$ cat src/rtl/b64ce_pkg.sv
// ----------------------------------------------------------------------------
// b64ce_pkg
// Shared types, character codes and the Base64 symbol table of the
// caret-escaped Base64 encoder.
// ----------------------------------------------------------------------------
package b64ce_pkg;

    localparam int unsigned ByteW    = 8;
    localparam int unsigned CharW    = 7;
    localparam int unsigned SymW     = 6;
    localparam int unsigned CarryW   = 4;
    localparam int unsigned MaxChars = 6;
    localparam int unsigned CntW     = $clog2(MaxChars + 1);

    localparam logic [CharW-1:0] PadChar   = 7'h3D;  // '='
    localparam logic [CharW-1:0] EscChar   = 7'h5E;  // '^'
    localparam logic [CharW-1:0] PlusChar  = 7'h2B;  // '+'
    localparam logic [CharW-1:0] SlashChar = 7'h2F;  // '/'

    typedef enum logic [1:0] {
        PH_FIRST  = 2'd0,
        PH_SECOND = 2'd1,
        PH_THIRD  = 2'd2
    } t_phase;

    typedef logic [MaxChars-1:0][CharW-1:0] t_chars;

    // everything one byte produces, plus the group state it leaves behind
    typedef struct packed {
        t_chars            chars;
        logic [CntW-1:0]   count;
        t_phase            phase;
        logic [CarryW-1:0] carry;
    } t_burst;

    function automatic logic [CharW-1:0] sym_char(input logic [SymW-1:0] v);
        logic [CharW-1:0] w;
        logic [CharW-1:0] c;
        w = {1'b0, v};
        case (v) inside
            [6'd0:6'd25]:  c = w + 7'h41;
            [6'd26:6'd51]: c = w + 7'h47;
            [6'd52:6'd61]: c = w - 7'h04;
            6'd62:         c = PlusChar;
            default:       c = SlashChar;
        endcase
        return c;
    endfunction

    function automatic logic sym_upper(input logic [SymW-1:0] v);
        return v < 6'd26;
    endfunction

endpackage

$ cat src/rtl/b64ce_group.sv
// ----------------------------------------------------------------------------
// b64ce_group
// Splits one byte into Base64 symbols for the current group position and
// expands them into output characters: escapes, letters and pads.
// ----------------------------------------------------------------------------
module b64ce_group (
    input  logic [b64ce_pkg::ByteW-1:0]  i_byte,
    input  logic                         i_last,
    input  b64ce_pkg::t_phase            i_phase,
    input  logic [b64ce_pkg::CarryW-1:0] i_carry,
    output b64ce_pkg::t_burst            o_burst
);

    logic [b64ce_pkg::SymW-1:0]   sym0;
    logic [b64ce_pkg::SymW-1:0]   sym1;
    logic                         sym1_vld;
    logic [1:0]                   pads;
    b64ce_pkg::t_phase            nxt_phase;
    logic [b64ce_pkg::CarryW-1:0] nxt_carry;
    b64ce_pkg::t_chars            chars;
    logic [b64ce_pkg::CntW-1:0]   cnt;

    assign o_burst = {chars, cnt, nxt_phase, nxt_carry};

    always_comb begin
        sym1      = '0;
        sym1_vld  = 1'b0;
        pads      = 2'd0;
        nxt_phase = b64ce_pkg::PH_FIRST;
        nxt_carry = '0;
        case (i_phase)
            b64ce_pkg::PH_SECOND: begin
                sym0 = {i_carry[1:0], i_byte[7:4]};
                nxt_phase = b64ce_pkg::PH_THIRD;
                nxt_carry = i_byte[3:0];
                if (i_last) begin
                    sym1     = {i_byte[3:0], 2'b00};
                    sym1_vld = 1'b1;
                    pads     = 2'd1;
                end
            end
            b64ce_pkg::PH_THIRD: begin
                sym0     = {i_carry, i_byte[7:6]};
                sym1     = i_byte[5:0];
                sym1_vld = 1'b1;
            end
            default: begin
                // unused phase code behaves as start of group
                sym0 = i_byte[7:2];
                nxt_phase = b64ce_pkg::PH_SECOND;
                nxt_carry = {2'b00, i_byte[1:0]};
                if (i_last) begin
                    sym1     = {i_byte[1:0], 4'b0000};
                    sym1_vld = 1'b1;
                    pads     = 2'd2;
                end
            end
        endcase
        if (i_last) begin
            nxt_phase = b64ce_pkg::PH_FIRST;
            nxt_carry = '0;
        end
    end

    // pack characters low slot first
    always_comb begin
        logic [b64ce_pkg::CntW-1:0] pos;
        pos   = '0;
        chars = '0;
        if (b64ce_pkg::sym_upper(sym0)) begin
            chars[pos] = b64ce_pkg::EscChar;
            pos = pos + 1'b1;
        end
        chars[pos] = b64ce_pkg::sym_char(sym0);
        pos = pos + 1'b1;
        if (sym1_vld) begin
            if (b64ce_pkg::sym_upper(sym1)) begin
                chars[pos] = b64ce_pkg::EscChar;
                pos = pos + 1'b1;
            end
            chars[pos] = b64ce_pkg::sym_char(sym1);
            pos = pos + 1'b1;
        end
        if (pads != 2'd0) begin
            chars[pos] = b64ce_pkg::PadChar;
            pos = pos + 1'b1;
        end
        if (pads == 2'd2) begin
            chars[pos] = b64ce_pkg::PadChar;
            pos = pos + 1'b1;
        end
        cnt = pos;
    end

endmodule

$ cat src/rtl/base64_encoder_caret_escape.sv
// ----------------------------------------------------------------------------
// base64_encoder_caret_escape
// Byte-stream Base64 encoder with '^' before every uppercase letter.
// ----------------------------------------------------------------------------
// Each accepted byte is encoded into a burst of 1 to 6 characters held in a
// shift buffer, which sends one character per output beat. A byte's
// characters (1-6, about 1.9 on average for random data) all leave before
// the next byte is accepted, which happens in the same cycle the buffer's
// final character leaves, so with the output always ready the rate is set
// by the single output port at one character a cycle.
// run_end flags the last character of each byte, message_end the last
// character of a message. Empty messages are not supported.
module base64_encoder_caret_escape (
    input  logic                          i_clk,
    input  logic                          i_rst_n,
    input  logic                          i_in_valid,
    output logic                          o_in_ready,
    input  logic [b64ce_pkg::ByteW-1:0]   i_data_byte,
    input  logic                          i_last_byte,
    output logic                          o_out_valid,
    input  logic                          i_out_ready,
    output logic [b64ce_pkg::CharW-1:0]   o_out_char,
    output logic                          o_run_end,
    output logic                          o_message_end
);

    b64ce_pkg::t_phase            r_phase, n_phase;
    logic [b64ce_pkg::CarryW-1:0] r_carry, n_carry;
    b64ce_pkg::t_chars            r_chars, n_chars;
    logic [b64ce_pkg::CntW-1:0]   r_cnt, n_cnt;
    logic                         r_last, n_last;

    b64ce_pkg::t_burst burst;
    logic              in_fire;
    logic              out_fire;

    b64ce_group u_group (
        .i_byte  (i_data_byte),
        .i_last  (i_last_byte),
        .i_phase (r_phase),
        .i_carry (r_carry),
        .o_burst (burst)
    );

    assign o_out_valid   = (r_cnt != '0);
    assign o_in_ready    = (r_cnt == '0) || ((r_cnt == 1) && i_out_ready);
    assign in_fire       = i_in_valid && o_in_ready;
    assign out_fire      = o_out_valid && i_out_ready;
    assign o_out_char    = r_chars[0];
    assign o_run_end     = (r_cnt == 1);
    assign o_message_end = (r_cnt == 1) && r_last;

    always_comb begin
        n_phase = r_phase;
        n_carry = r_carry;
        n_chars = r_chars;
        n_cnt   = r_cnt;
        n_last  = r_last;
        if (in_fire) begin
            n_phase = burst.phase;
            n_carry = burst.carry;
            n_chars = burst.chars;
            n_cnt   = burst.count;
            n_last  = i_last_byte;
        end else if (out_fire) begin
            n_chars = r_chars >> b64ce_pkg::CharW;
            n_cnt   = r_cnt - 1'b1;
        end
    end

    always_ff @(posedge i_clk) begin
        if (!i_rst_n) begin
            r_phase <= b64ce_pkg::PH_FIRST;
            r_carry <= '0;
            r_cnt   <= '0;
            r_last  <= 1'b0;
        end else begin
            r_phase <= n_phase;
            r_carry <= n_carry;
            r_cnt   <= n_cnt;
            r_last  <= n_last;
        end
    end

    always_ff @(posedge i_clk) begin
        r_chars <= n_chars;
    end

    a_cnt_range: assert property (@(posedge i_clk) disable iff (!i_rst_n)
        r_cnt <= b64ce_pkg::MaxChars)
        else $error("character count out of range");

    a_load_nonempty: assert property (@(posedge i_clk) disable iff (!i_rst_n)
        in_fire |=> (r_cnt != '0))
        else $error("accepted byte produced no characters");

    a_last_clears: assert property (@(posedge i_clk) disable iff (!i_rst_n)
        (in_fire && i_last_byte) |=> (r_phase == b64ce_pkg::PH_FIRST) && (r_carry == '0))
        else $error("group state not cleared after message end");

    a_phase_carry: assert property (@(posedge i_clk) disable iff (!i_rst_n)
        (r_phase == b64ce_pkg::PH_SECOND) |-> (r_carry[3:2] == 2'b00))
        else $error("carry holds stray bits after first byte");

    a_hold: assert property (@(posedge i_clk) disable iff (!i_rst_n)
        (o_out_valid && !i_out_ready) |=> $stable(r_cnt) && $stable(o_out_char))
        else $error("buffer changed while output stalled");

endmodule
$ cat config.mk
export PLATFORM = sky130hd
export DESIGN_NAME = base64_encoder_caret_escape
export DESIGN_NICKNAME = d
export VERILOG_FILES = /design/src/rtl/b64ce_pkg.sv /design/src/rtl/b64ce_group.sv /design/src/rtl/base64_encoder_caret_escape.sv
export SDC_FILE = /design/constraint.sdc
export NUM_CORES = 1
export LEC_CHECK = 0
export BUFFER_PORTS_ARGS = -buffer_cell sky130_fd_sc_hd__buf_2
export CAP_MARGIN = 30
export CELL_PAD_IN_SITES_DETAIL_PLACEMENT = 0
export CELL_PAD_IN_SITES_GLOBAL_PLACEMENT = 1
export CORE_MARGIN = 2
export CORE_UTILIZATION = 45
export DETAILED_ROUTE_END_ITERATION = 8
export HOLD_SLACK_MARGIN = 0.06
export MAX_ROUTING_LAYER = met4
export PLACE_DENSITY = 0.79
export SYNTH_ARGS = -nofsm -noshare
export SYNTH_HDL_FRONTEND = slang
export SYNTH_HIERARCHICAL = 1
export SYNTH_SLANG_ARGS = --single-unit
export TNS_END_PERCENT = 100
$ cat constraint.sdc
create_clock -name i_clk -period 5.6 [get_ports i_clk]
set_input_delay 1.4 -clock i_clk [delete_from_list [all_inputs] [get_ports i_clk]]
set_output_delay 1.4 -clock i_clk [all_outputs]
set_load 0.05 [all_outputs]
==> summary.txt <==
status = finished clean
Layout Skew = 0.009605 ns
Reg2Reg Depth = 19
Sink Count = 52
CTS Buf Count = 5
initial DRC count = 261
via count = 3,899
setup TNS = 0 ns
# DRC = 0
leakage = 1.945 nW
Max-Cap Viols = 0
Area Growth Syn to Fin = 4.191%
Mapped Area = 0.004508 sq mm
Core ar. = 0.009729 sq mm
clk buf depth = 2
Util after Layout = 48.28%
Die Height = 104.1 um
Unique masters post-synth = 73
Critical Path AT = 4.97 ns
largest net degree at the start of global routing = 47
Primary FF master, synth = edfxtp_1
Critical R2R Launch = r_phase[0]
Die ar. = 0.01083 sq mm
antenna violations before repair = 0
Seq cells post-synth = 52
Final Hold Fails = 0
Relative slew margins = 42.85%
worst slew pin tran = 0.8500 ns
Rows = 36
CTS Root Buffer Type = clkbuf_8
crit path kind = in2reg
share of cells above drive strength 1 = 12.14%
CTS tree = done
Async S/R FF share, synth = 0%
final hold slack = 0.4813 ns
final setup vio count = 0
chip width = 104.1 um
Synth Instances = 560
overall power = 2.253 mW
reg2reg setup slack = 0.83 ns
vias in the first global route = 3,744
FF/Latch Area = 0.001461 sq mm
post-synthesis sequential area ratio = 32.42%
Post-DRT Antenna Nets = 0
crit-path max FO = 7
crit path launch type = input pin
Avg Cell Area, Syn = 8.050 sq um
# diodes = 0
Initial Utilization = 46.33%
gr ovfl total = 0
crit end category = flop
hold depth = 2
Post-CTS Setup Repair Bufs = 0
Buffers on Ports = 23
fillers = 977
H-Tree Depth = 2
Hold Path End = r_last
# hold bufs at CTS = 0
unrepaired setup endpoints after global routing = false
Hold Crit Class = reg2reg
Clock Latency Late Sink = 0.30 ns
VDD IR-drop max = 0.5073 mV
post-layout net count = 597
Resized cells post-CTS = 0
PwrDens = 479.7 mW/mm^2
GP Congestion = 0.9049
total global-route track usage = 21.06%
Final Max Slew Viols = 0
hold_sp = r_last
final period utilization = 87.67%
final WL = 10.85 mm
TritonRoute pass-1 iters = 5
minimum clock period = 4.910 ns
first-pass GRT wire length = 18.44 mm
Critical Path RT = 5.66 ns
Synth Warn # = 6
post-DR vias/cell = 5.626
EDFF count, synth = 42
WL/cell = 15.66 um
Multi-input gate area = 0.002706 sq mm
highest clock rate = 0.2037 GHz
Ports = 24
Critical R2R Capture = r_chars[8]
half-perimeter wire length after placement = 8.185 mm
Clock transition at path regs = 0.09 ns
[sequential cells by signal, indices dropped and copies added (netlist names)]
name	count
r_last	1
o_out_char	7
r_phase	2
r_carry	4
r_chars	35
r_cnt	3
[worst max-delay path, cell delays in order]
cell	delay [ns]
buf_2	0.13
a32oi_1	0.18
or2_0	0.21
inv_1	0.10
ha_1	0.20
a21o_1	0.15
a21oi_1	0.23
inv_1	0.10
ha_1	0.29
nor2_1	0.13
a21o_4	0.14
inv_4	0.06
ha_1	0.29
mux2_2	0.27
a21oi_1	0.26
nand4_1	0.19
mux2_4	0.34
and3b_1	0.18
nand2_1	0.05
nand2_1	0.05
[final cells by class]
type | instances | share of cell area [%]
Clock inverter | 2 | 0.3463
Sequential cell | 52 | 31.11
Multi-Input combinational cell | 449 | 57.62
Inverter | 19 | 1.678
Timing Repair Buffer | 32 | 4.156
Tap cell | 133 | 3.543
Clock buffer | 6 | 1.545
[power by group]
group	internal (mW)	leakage (nW)	switching, mW
registers	0.672	0.505	0.0544
logic	0.434	1.40	0.880
clock network	0.0892	0.0414	0.124
total	1.20	1.94	1.06
[routing by layer]
layer | global-route usage (%) | share of wire [%] | vias to the layer above
met4 | 4.923 | 1.9 | 0
met1 | 28.06 | 47 | 1797
met3 | 3.321 | 5.0 | 18
li1 | - | - | 1965
met5 | - | 0 | -
met2 | 33.88 | 46 | 119
[synthesized netlist by cell type (4+ instances only)]
library cell	number	area [sq um]
nand2_1	151	566.8
edfxtp_1	42	1261
nor2_1	29	108.9
o21ai_0	26	130.1
a21oi_1	25	125.1
ha_1	25	312.8
buf_4	20	150.1
nand3_1	18	90.09
inv_1	17	63.81
clkbuf_1	14	52.55
nor2b_1	12	75.07
and2_1	10	62.56
dfxtp_1	10	200.2
a21boi_0	9	67.56
nor3_1	9	45.04
o21a_1	9	67.56
xnor2_1	7	61.31
nand4_1	6	37.54
o211ai_1	6	45.04
a31oi_1	5	31.28
a32oi_1	5	43.79
buf_6	5	56.30
a21o_1	4	30.03
a221o_1	4	40.04
a221oi_1	4	35.03
buf_2	4	20.02
mux2i_1	4	40.04
nor4_1	4	25.02
o31ai_1	4	30.03
or2_2	4	25.02
or3_1	4	25.02
[worst max-delay path by stage]
stage,start,end,slack (ns),cells past startpoint
floorplan,i_last_byte,r_chars[8],0.44,22
global placement,i_last_byte,r_chars[8],0.53,19
detailed placement,i_data_byte[0],r_chars[8],0.39,20
CTS,i_data_byte[0],r_chars[8],0.70,20
global route,i_data_byte[0],r_chars[8],0.42,20
finish,i_data_byte[0],r_chars[8],0.69,20
[cell usage in the layout (no fill, tap or decap), types with 3 or more instances in the layout]
master,n
nor2_1,29
nor2b_1,12
a221o_1,4
o21ai_0,26
a32oi_1,5
a21boi_0,9
clkbuf_8,5
nand4_1,6
mux2i_1,4
nor3_1,9
buf_2,23
o22ai_1,3
buf_4,8
conb_1,4
and3b_1,3
dfxtp_1,10
o21a_1,9
a21oi_1,25
nand3_1,18
o211ai_1,6
inv_1,17
ha_1,25
a221oi_1,4
mux2_2,3
o31ai_1,4
o311ai_0,3
xnor2_1,7
or3_1,4
and2_1,10
a21o_1,4
nor4_1,4
nand2_1,151
or2b_1,3
or2_2,4
a31oi_1,5
edfxtp_1,42
[metrics by stage]
stage                     setup WS, ns  std cells  instance area (sq um)
after global routing            0.4213        693                   4697
after CTS                       0.6983        693                   4697
after detailed placement        0.3897        685                   4608
after global placement          0.5267        684                   4588
after floorplan                 0.4409        563                   4519
final                           0.6903        693                   4697
[kinds of logic after synthesis]
kind of cell	share of synthesized area [%]
AND/OR/NAND/NOR	27.64
other	0.08318
multiplexers	1.970
XOR/XNOR	1.360
AO/OA/AOI/OAI	21.65
buffers and inverters	7.938
flip-flops	32.42
adder cells (fa/ha/maj)	6.939
(Power assumes the default switching activity.)
